<file path="config.mk">
export PLATFORM = sky130hd
export DESIGN_NAME = flat_file_row_column_counter_top
export DESIGN_NICKNAME = d
export VERILOG_FILES = /design/src/ffrc_pkg.sv /design/src/flat_file_row_column_counter_top.sv /design/src/ffrc_in_stage.sv /design/src/ffrc_core.sv
export SDC_FILE = /design/constraint.sdc
export NUM_CORES = 1
export LEC_CHECK = 0
export BUFFER_PORTS_ARGS = -buffer_cell sky130_fd_sc_hd__clkbuf_2
export CAP_MARGIN = 20
export CORE_UTILIZATION = 50
export DETAILED_ROUTE_END_ITERATION = 12
export PLACE_DENSITY = 0.81
export SLEW_MARGIN = 15
export SYNTH_ARGS = -nofsm -noshare
export SYNTH_HDL_FRONTEND = slang
export SYNTH_SLANG_ARGS = --single-unit
</file>
<file path="constraint.sdc">
create_clock -name aclk -period 4.8 [get_ports aclk]
set_input_delay 0.96 -clock aclk [delete_from_list [all_inputs] [get_ports aclk]]
set_output_delay 0.96 -clock aclk [all_outputs]
set_load 0.01 [all_outputs]
</file>
<file path="src/ffrc_pkg.sv">
// ----------------------------------------------------------------------------
// Flat-file row and column counter package
// Shared widths, character codes and the result word layout.
// ----------------------------------------------------------------------------
package ffrc_pkg;

    // Default counter widths.
    localparam int ROW_BITS_DEF = 32;
    localparam int COL_BITS_DEF = 16;

    // Widths of the fields as they appear on the ports.
    localparam int BYTE_W      = 8;
    localparam int ROW_OUT_W   = 32;
    localparam int COL_OUT_W   = 16;
    localparam int RESULT_W    = 2 * ROW_OUT_W + 2 * COL_OUT_W + 2;
    localparam int S_TDATA_W   = BYTE_W;
    localparam int M_TDATA_W   = ((RESULT_W + 7) / 8) * 8;

    // Character codes.
    localparam logic [BYTE_W-1:0] CHAR_NUL   = 8'h00;
    localparam logic [BYTE_W-1:0] CHAR_TAB   = 8'h09;
    localparam logic [BYTE_W-1:0] CHAR_NL    = 8'h0A;
    localparam logic [BYTE_W-1:0] CHAR_SPACE = 8'h20;

    // One result word, last field in the lowest bits.
    typedef struct packed {
        logic [ROW_OUT_W-1:0] mismatch_line;
        logic                 mismatch_now;
        logic                 inconsistent;
        logic [COL_OUT_W-1:0] title_columns;
        logic [COL_OUT_W-1:0] data_columns;
        logic [ROW_OUT_W-1:0] row_count;
    } ffrc_result_t;

endpackage

</file>
<file path="src/flat_file_row_column_counter_top.sv">
// ----------------------------------------------------------------------------
// Flat-file row and column counter
// Counts lines and fields of a text stream and flags the first data line
// whose field count differs from the first data line.
// ----------------------------------------------------------------------------
//  channel   direction  tdata contents (low bit first)
//  s_        in         text_byte[7:0]
//  m_        out        row_count[31:0], data_columns[47:32],
//                       title_columns[63:48], inconsistent[64],
//                       mismatch_now[65], mismatch_line[97:66], zero[103:98]
//  cfg_      in         field_delimiter[7:0], written when cfg_we is high
//
// An accepted byte is held in the input register, from which the counter
// logic loads the result register that drives the word on m_. One byte per
// clock is sustained while m_tready stays high. A stalled result holds its
// word; the input register holds one more byte and then s_tready drops until
// the result is taken.
// Reset is synchronous and clears all counters and the delimiter.
// ----------------------------------------------------------------------------
module flat_file_row_column_counter_top #(
    parameter int ROW_BITS = ffrc_pkg::ROW_BITS_DEF,
    parameter int COL_BITS = ffrc_pkg::COL_BITS_DEF
) (
    input  logic                             aclk,
    input  logic                             aresetn,
    input  logic                             cfg_we,
    input  logic [ffrc_pkg::BYTE_W-1:0]      cfg_wdata,
    input  logic                             s_tvalid,
    output logic                             s_tready,
    // text_byte[7:0]
    input  logic [ffrc_pkg::S_TDATA_W-1:0]   s_tdata,
    output logic                             m_tvalid,
    input  logic                             m_tready,
    // row_count, data_columns, title_columns, inconsistent, mismatch_now,
    // mismatch_line, zero fill
    output logic [ffrc_pkg::M_TDATA_W-1:0]   m_tdata
);
    import ffrc_pkg::*;

    logic              byte_valid;
    logic              byte_ready;
    logic [BYTE_W-1:0] byte_data;
    ffrc_result_t      result;

    ffrc_in_stage u_in_stage (
        .aclk       (aclk),
        .aresetn    (aresetn),
        .s_tvalid   (s_tvalid),
        .s_tready   (s_tready),
        .s_byte     (s_tdata[BYTE_W-1:0]),
        .byte_valid (byte_valid),
        .byte_ready (byte_ready),
        .byte_data  (byte_data)
    );

    ffrc_core #(
        .ROW_BITS (ROW_BITS),
        .COL_BITS (COL_BITS)
    ) u_core (
        .aclk       (aclk),
        .aresetn    (aresetn),
        .cfg_we     (cfg_we),
        .cfg_wdata  (cfg_wdata),
        .byte_valid (byte_valid),
        .byte_ready (byte_ready),
        .byte_data  (byte_data),
        .m_tvalid   (m_tvalid),
        .m_tready   (m_tready),
        .m_result   (result)
    );

    assign m_tdata = M_TDATA_W'(result);

endmodule

</file>
<file path="src/ffrc_in_stage.sv">
// ----------------------------------------------------------------------------
// Flat-file counter input stage
// Registers one incoming text byte and hands it to the counting core.
// ----------------------------------------------------------------------------
module ffrc_in_stage (
    input  logic                           aclk,
    input  logic                           aresetn,
    input  logic                           s_tvalid,
    output logic                           s_tready,
    input  logic [ffrc_pkg::BYTE_W-1:0]    s_byte,
    output logic                           byte_valid,
    input  logic                           byte_ready,
    output logic [ffrc_pkg::BYTE_W-1:0]    byte_data
);
    import ffrc_pkg::*;

    logic              valid_reg;
    logic              valid_next;
    logic [BYTE_W-1:0] byte_reg;
    logic              take;

    // The stage refills in the same cycle that the core drains it.
    assign s_tready = !valid_reg || byte_ready;
    assign take     = s_tvalid && s_tready;

    always_comb begin
        valid_next = valid_reg;
        if (take) begin
            valid_next = 1'b1;
        end else if (byte_ready) begin
            valid_next = 1'b0;
        end
    end

    always_ff @(posedge aclk) begin
        if (!aresetn) begin
            valid_reg <= 1'b0;
        end else begin
            valid_reg <= valid_next;
        end
    end

    always_ff @(posedge aclk) begin
        if (take) begin
            byte_reg <= s_byte;
        end
    end

    assign byte_valid = valid_reg;
    assign byte_data  = byte_reg;

endmodule

</file>
<file path="src/ffrc_core.sv">
// ----------------------------------------------------------------------------
// Flat-file counter core
// Holds the line and field counters, classifies each byte, and registers
// one result word per byte.
// ----------------------------------------------------------------------------
module ffrc_core #(
    parameter int ROW_BITS = ffrc_pkg::ROW_BITS_DEF,
    parameter int COL_BITS = ffrc_pkg::COL_BITS_DEF
) (
    input  logic                           aclk,
    input  logic                           aresetn,
    input  logic                           cfg_we,
    input  logic [ffrc_pkg::BYTE_W-1:0]    cfg_wdata,
    input  logic                           byte_valid,
    output logic                           byte_ready,
    input  logic [ffrc_pkg::BYTE_W-1:0]    byte_data,
    output logic                           m_tvalid,
    input  logic                           m_tready,
    output ffrc_pkg::ffrc_result_t         m_result
);
    import ffrc_pkg::*;

    localparam logic [ROW_BITS-1:0] ROW_MAX = '1;
    localparam logic [COL_BITS-1:0] COL_MAX = '1;

    logic [BYTE_W-1:0]   delim_reg;
    logic                has_content_reg, has_content_next;
    logic [COL_BITS-1:0] line_fields_reg, line_fields_next;
    logic [ROW_BITS-1:0] lines_seen_reg, lines_seen_next;
    logic [COL_BITS-1:0] data_cols_reg, data_cols_next;
    logic [COL_BITS-1:0] title_cols_reg, title_cols_next;
    logic                mismatch_reg, mismatch_next;
    logic [ROW_BITS-1:0] mismatch_at_reg, mismatch_at_next;
    logic                found_now;

    logic                out_valid_reg, out_valid_next;
    ffrc_result_t        result_reg, result_next;

    logic                fire;
    logic                is_nul, is_nl, is_sep;
    logic [COL_BITS-1:0] fields_inc;
    logic [COL_BITS-1:0] fields_closed;
    logic [63:0]         lines_wide, at_wide;
    logic [31:0]         data_wide, title_wide;

    assign byte_ready = !out_valid_reg || m_tready;
    assign fire       = byte_valid && byte_ready;

    assign is_nul = (byte_data == CHAR_NUL);
    assign is_nl  = (byte_data == CHAR_NL);
    assign is_sep = (delim_reg != CHAR_NUL) ? (byte_data == delim_reg)
                                            : (byte_data == CHAR_SPACE ||
                                               byte_data == CHAR_TAB);

    // Field counter with saturation at its maximum.
    assign fields_inc    = (line_fields_reg != COL_MAX) ? line_fields_reg + COL_BITS'(1)
                                                        : line_fields_reg;
    assign fields_closed = has_content_reg ? fields_inc : line_fields_reg;

    always_comb begin
        has_content_next = has_content_reg;
        line_fields_next = line_fields_reg;
        lines_seen_next  = lines_seen_reg;
        data_cols_next   = data_cols_reg;
        title_cols_next  = title_cols_reg;
        mismatch_next    = mismatch_reg;
        mismatch_at_next = mismatch_at_reg;
        found_now        = 1'b0;
        // A newline always ends the line, even when it is also the delimiter.
        priority if (is_nul) begin
            found_now = 1'b0;
        end else if (is_nl) begin
            if (lines_seen_reg == '0) begin
                title_cols_next = fields_closed;
            end else if (!mismatch_reg) begin
                if (data_cols_reg == '0) begin
                    data_cols_next = fields_closed;
                end else if (fields_closed != data_cols_reg) begin
                    mismatch_next    = 1'b1;
                    mismatch_at_next = lines_seen_reg;
                    found_now        = 1'b1;
                end
            end
            if (lines_seen_reg != ROW_MAX) begin
                lines_seen_next = lines_seen_reg + ROW_BITS'(1);
            end
            line_fields_next = '0;
            has_content_next = 1'b0;
        end else if (is_sep) begin
            // With a real delimiter empty fields count; blank runs collapse.
            if (delim_reg != CHAR_NUL || has_content_reg) begin
                line_fields_next = fields_inc;
            end
            has_content_next = 1'b0;
        end else begin
            has_content_next = 1'b1;
        end
    end

    always_comb begin
        lines_wide = 64'(lines_seen_next);
        at_wide    = 64'(mismatch_at_next);
        data_wide  = 32'(data_cols_next);
        title_wide = 32'(title_cols_next);
        result_next.row_count     = lines_wide[ROW_OUT_W-1:0];
        result_next.data_columns  = data_wide[COL_OUT_W-1:0];
        result_next.title_columns = title_wide[COL_OUT_W-1:0];
        result_next.inconsistent  = mismatch_next;
        result_next.mismatch_now  = found_now;
        result_next.mismatch_line = at_wide[ROW_OUT_W-1:0];
    end

    always_comb begin
        out_valid_next = out_valid_reg;
        if (fire) begin
            out_valid_next = 1'b1;
        end else if (m_tready) begin
            out_valid_next = 1'b0;
        end
    end

    always_ff @(posedge aclk) begin
        if (!aresetn) begin
            delim_reg       <= CHAR_NUL;
            has_content_reg <= 1'b0;
            line_fields_reg <= '0;
            lines_seen_reg  <= '0;
            data_cols_reg   <= '0;
            title_cols_reg  <= '0;
            mismatch_reg    <= 1'b0;
            mismatch_at_reg <= '0;
            out_valid_reg   <= 1'b0;
        end else begin
            if (cfg_we) begin
                delim_reg <= cfg_wdata;
            end
            if (fire) begin
                has_content_reg <= has_content_next;
                line_fields_reg <= line_fields_next;
                lines_seen_reg  <= lines_seen_next;
                data_cols_reg   <= data_cols_next;
                title_cols_reg  <= title_cols_next;
                mismatch_reg    <= mismatch_next;
                mismatch_at_reg <= mismatch_at_next;
            end
            out_valid_reg <= out_valid_next;
        end
    end

    always_ff @(posedge aclk) begin
        if (fire) begin
            result_reg <= result_next;
        end
    end

    assign m_tvalid = out_valid_reg;
    assign m_result = result_reg;

endmodule

</file>
After elaboration in Yosys (flattened, before gate mapping)
Cells that the tools add are included.

word-level totals
  output and inout bits = 106
  bits of input ports = 21
  logic and storage cells = 82
  register bits = 230

cells by class
  multiplexer cells = 35
  bitwise gates (word level) = 2
  reductions and logical operators = 19
  equal/unequal tests = 7
  add/subtract/negate cells = 2

operator list
  operator                 count
  $mux W32                 9
  $mux W16                 13
  $add A32 B1 Y32 const B  1
  $logic_not A32 Y1        1
  $ne A32 B32 Y1 const B   1
  $add A16 B1 Y16 const B  1
  $eq A8 B4 Y1 const B     2
  $logic_not A16 Y1        1
  $ne A16 B16 Y1           1
  $ne A16 B16 Y1 const B   1
  $mux W1                  13
  $eq A8 B6 Y1 const B     1
  $eq A8 B8 Y1             1
  $logic_not A8 Y1         1
  $reduce_bool A2 Y1       4
  $reduce_bool A8 Y1       1
  $logic_or A1 B1 Y1       4
  $reduce_and A4 Y1        1
  $reduce_or A4 Y1         1
  $logic_and A1 B1 Y1      2
  $logic_not A1 Y1         2
  $not A1 Y1               2
  $reduce_and A2 Y1        1

Depth between registers and ports, before layout
  depth in word-level cells = 10
  gate-level depth with buffers = 11
  gate-level depth less buffers = 10

Cells and area by module
From an unflattened synthesis, not the netlist that was laid out.

second synthesis, totals
  cells, all modules = 1092
  area total of the unflattened synthesis = 11160.7 um^2

modules (own cells, without submodules)
  module                            instances  area an instance (um^2)  cells an instance  seq. area each (um^2)
  ffrc_core                         1          10814.1                  1072               5405.2
  ffrc_in_stage                     1          297.8                    13                 260.2
  flat_file_row_column_counter_top  1          48.8                     7                  0.0

Worst setup path after synthesis
No wires, ideal clock.

  kind = input to register
  start = input m_tready
  end = register u_core.result_reg (netlist bit u_core.m_result[0]) (enable)
  arrival time = 4.646 ns
  library setup time = 0.500 ns
  buffers on the path = 3
  path slack = -0.346 ns
  stages = 6
  required time = 4.300 ns
  path through = nor2b_1 > nand2b_1 > clkbuf_1 > inv_1 > clkbuf_1 > clkbuf_1

on the way
  longest elaborated chain between the ends = 2

RTL lines
  what                   line                                    text
  from (decl)            flat_file_row_column_counter_top.sv:33  input logic m_tready,
  $logic_or A1 B1 Y1     ffrc_core.sv:46                         assign byte_ready = !out_valid_reg || m_tready;
  $logic_and A1 B1 Y1    ffrc_core.sv:47                         assign fire = byte_valid && byte_ready;
  named net u_core.fire  ffrc_core.sv:39                         logic fire;
  to (signal assigned)   ffrc_core.sv:152                        result_reg <= result_next;
  to (decl)              ffrc_core.sv:37                         ffrc_result_t result_reg, result_next;

The timed path passes the listed nets, and every way through them passes these cells.
A chain may end at the register's enable or synchronous reset.

Worst setup path after layout
  start = register u_core.line_fields_reg[0]
  end = register u_core.result_reg (netlist bit u_core.m_result[70]), data pin

on the way
  longest elaborated chain between the ends = 10
  elaborated cells on any way between the ends = 11
  those cells by class = add/sub (1); eq/ne (2); mux (8)

RTL lines
  what                                               line              text
  from (decl)                                        ffrc_core.sv:28   logic [COL_BITS-1:0] line_fields_reg, line_fields_next;
  from (signal assigned)                             ffrc_core.sv:139  line_fields_reg <= line_fields_next;
  $add A16 B1 Y16 or $ne A16 B16 Y1 (tied branches)  ffrc_core.sv:56   assign fields_inc = (line_fields_reg != COL_MAX) ? line_fields_reg + COL_BITS'(1)
  $mux W16                                           ffrc_core.sv:56
  $mux W16 *                                         ffrc_core.sv:58   assign fields_closed = has_content_reg ? fields_inc : line_fields_reg;
  $ne A16 B16 Y1 *                                   ffrc_core.sv:78   end else if (fields_closed != data_cols_reg) begin
  $mux W32 *                                         ffrc_core.sv:78
  $mux W32 *                                         ffrc_core.sv:76   if (data_cols_reg == '0) begin
  $mux W32 *                                         ffrc_core.sv:75   end else if (!mismatch_reg) begin
  $mux W32 *                                         ffrc_core.sv:73   if (lines_seen_reg == '0) begin
  $mux W32 *                                         ffrc_core.sv:72   end else if (is_nl) begin
  $mux W32 *                                         ffrc_core.sv:70   priority if (is_nul) begin
  named net u_core.mismatch_at_next[4]               ffrc_core.sv:33   logic [ROW_BITS-1:0] mismatch_at_reg, mismatch_at_next;

Mark *: on every way through the listed nets, which the timed path passes. The rest lies on a longest branch.

==> qor.yml <==
global_route:
  top_usage_layer: "met2"
  overflow: 0
  grt_max_degree: 73
  grt_use_met2_pct: 38.9
  met1_usage_pct: 29.9
  first_global_vias: 7969
  grt_pass1_wl_mm: 41.2
  grtUsageTotal_pct: 23.0
  met3_usage_pct: 3.88
  antenna_found_initial: 0
floorplan:
  core_sq_um: 21800
  io_pins: 127
  start_util_pct: 50.8
  die_x_um: 151
  num_rows: 54
  dieArea_sq_um: 22700
  die_y_um: 151
sta:
  fmax_mhz: 240
  period_needed_ps: 4170
  rsz0062_at_grt: "false"
  drv_slew: 0
  final-hold-violation-count: 0
  slew_headroom_pct: 32.9
  finalCritPeriodShare_pct: 86.8
  setup_violations: 0
  fin_skew_ps: 24.1
  worst_pin_slew_ps: 1010
  fin_tns_setup_ps: 0
yosys:
  synth_fa_ha_area_share_pct: 0.340
  ys_async_sr_fraction_pct: 0
  syn_avg_cell_area_sq_um: 10.2
  yosysTopAreaCellShare_pct: 28.8
  synth_seq_cells: 230
  ys_warn_count: 0
  synth_mux_area_share_pct: 9.69
  yosysMostFrequentCell: "nand2_1"
  yosys.area_share.xor_xnor_pct: 7.03
  synth-main-ff-cell: "dfxtp_1"
  ys_seq_area_share_pct: 51.3
  synth_edf_count: 106
  yosysTopAreaCell: "edfxtp_1"
  netlist_instances: 1087
  synth_commonest_cells: "138 x nand2_1, 124 x dfxtp_1, 118 x nor2_1, 106 x edfxtp_1, 64 x clkbuf_1"
  synth_top_family_by_area: "simple AND/OR/NAND/NOR gates"
  ys_types: 73
  synth_area_sq_um: 11100
  synth_compound_area_share_pct: 8.84
  synthTopCellsByArea: "edfxtp_1 29%, dfxtp_1 22%, nand2_1 4.7%, mux2_4 4.1%, nor2_1 4.0%"
  yosys.area_share.simple_pct: 18.5
outcome:
  outcome: "complete, no violations"
power_and_ir_drop:
  ir_drop_v: 0.000270
  p_int_uw: 3290
  total_leakage_power_uw: 0.00465
  power_frac_seq_pct: 50.5
  switching_share_pct: 21.9
  power_switching_uw: 925
  p_comb_share_pct: 4.3
  power_density_nw_per_um2: 334
  power_frac_clock_pct: 45.3
cts:
  ctsHoldBuffers: 0
  clk_path_buf_depth: 3
  clkTransAtPathRegs_ps: 60
  cts-root-buf: "clkbuf_16"
  postCtsResizedCells: 0
  cts_setup_buffers: 0
  cts_tree: "yes"
  clkLatencyLatePin_ps: 530
  cts_sinks: 230
  cts.htree.levels: 1
  cts_made_buffers: 24
routing:
  drt_iter0_drc: 699
  wl_per_cell_um: 18.0
  vias: 8333
  viasPerCell: 5.68
  ant_nets: 0
  drc: 0
  drt-pass1-iter-count: 5
  drt_wl_total_mm: 26.4
setup_path:
  startpoint_type: "register"
  reg2reg_slack_ps: 630
  cp.arrival_ps: 4430
  crit_required_ps: 5060
  crit_type: "register to register"
  critPathMaxFanout: 19
  cp-end-kind: "register"
place:
  io_buffers: 120
  dp.cells: 1422
  dp_hpwl_mm: 18.3
  gp_congestion: 0.946
cells_and_area:
  largest_reg_flops: 98
  postLayoutCoreUtil_pct: 58.0
  n_antenna_cell: 0
  drive_above_1_share_pct: 21.2
  instances_no_fill: 1466
  nFillCells: 1815
  areaGrowthSynthToFinish_pct: 14.2
  nets: 1192
min_path:
  hp-class: "register to register"
flow_run:
  drv_cap: 0
-- stage by stage --
step                      worst slack (ps)  power [uW]  instance area [sq um]  hold WS [ps]
final                                  633        4220                  12600           455
after detailed placement               682        2350                  11800           449
after CTS                              658        4240                  12600           457
after global routing                   369        4330                  12600           474
after floorplan                       1200        2270                  11100           432
after global placement                 842        2350                  11800           439
-- routing by layer --
layer,share of wire [%],up-vias
met3,5.9,46
met2,49,269
li1,-,4012
met4,2.4,0
met1,43,4006
met5,0,-
-- final cells by class --
type,instances,area [sq um],area share [%]
well taps,280,350,2.78
clock buffers,33,696,5.51
inverters,17,66.3,0.525
repair buffers,140,751,5.95
clock inverters,11,139,1.10
multi-input cells,755,4950,39.3
flip-flops and latches,230,5670,44.9
-- cells in the final DEF (no fill, tap or decap), types with 3 or more instances in the layout --
cell type,count
nor2_1,118
clkbuf_2,120
o221a_2,6
conb_1,6
inv_1,15
a21o_1,14
nor4_1,21
clkbuf_8,4
nand4_1,23
buf_4,20
dfxtp_1,124
nand2b_1,10
nor2b_1,4
clkinvlp_4,3
nand2_1,138
o21ai_0,20
nor3_1,30
o22ai_1,6
clkbuf_1,4
or3_1,15
clkinv_4,3
edfxtp_1,106
xor2_1,40
and3_1,11
mux2_2,16
and2_1,4
mux2_4,30
ha_1,3
clkbuf_16,25
nand3_1,23
nand3b_1,5
nor4_2,4
a21oi_1,46
mux2i_1,44
xnor2_1,46
and4_1,5
a31oi_1,18
-- cells by family after synthesis --
| family | count (synthesis) |
|---|---|
| xor+xnor | 87 |
| fa+ha+maj | 3 |
| other cells | 1 |
| simple gates | 425 |
| flops | 230 |
| mux | 90 |
| buf+inv | 107 |
| compound gates | 144 |
-- worst max-delay path, stage by stage, from the launching register on --
cell      delay (ps)
dfxtp_1          480
ha_1             360
nand4_1          300
or4_1            850
a31oi_2          370
xor2_1           160
o21ai_1          110
nor4_4           520
a211oi_4         120
buf_4            280
mux2_4           340
-- power groups by stage --
stage          clock, uW  combinational (uW)  sequential [uW]
2_1_floorplan          0                89.0             2190
6_report            1910                 181             2130
4_1_cts             1930                 182             2130
3_5_place_dp           0                 181             2170
5_1_grt             2000                 199             2130
3_3_place_gp           0                 177             2170
-- worst paths after layout --
kind | cells after the start | to | start
min reg2reg | 2 | u_core.title_cols_reg[15]$_SDFFE_PN0P_ | u_core.title_cols_reg[15]$_SDFFE_PN0P_
max reg2reg | 10 | u_core.m_result[70]$_DFFE_PP_ | u_core.line_fields_reg[0]$_SDFFE_PN0P_
min | 2 | u_core.title_cols_reg[15]$_SDFFE_PN0P_ | u_core.title_cols_reg[15]$_SDFFE_PN0P_
max | 10 | u_core.m_result[70]$_DFFE_PP_ | u_core.line_fields_reg[0]$_SDFFE_PN0P_
No activity file was read; power rests on OpenSTA's default activity.
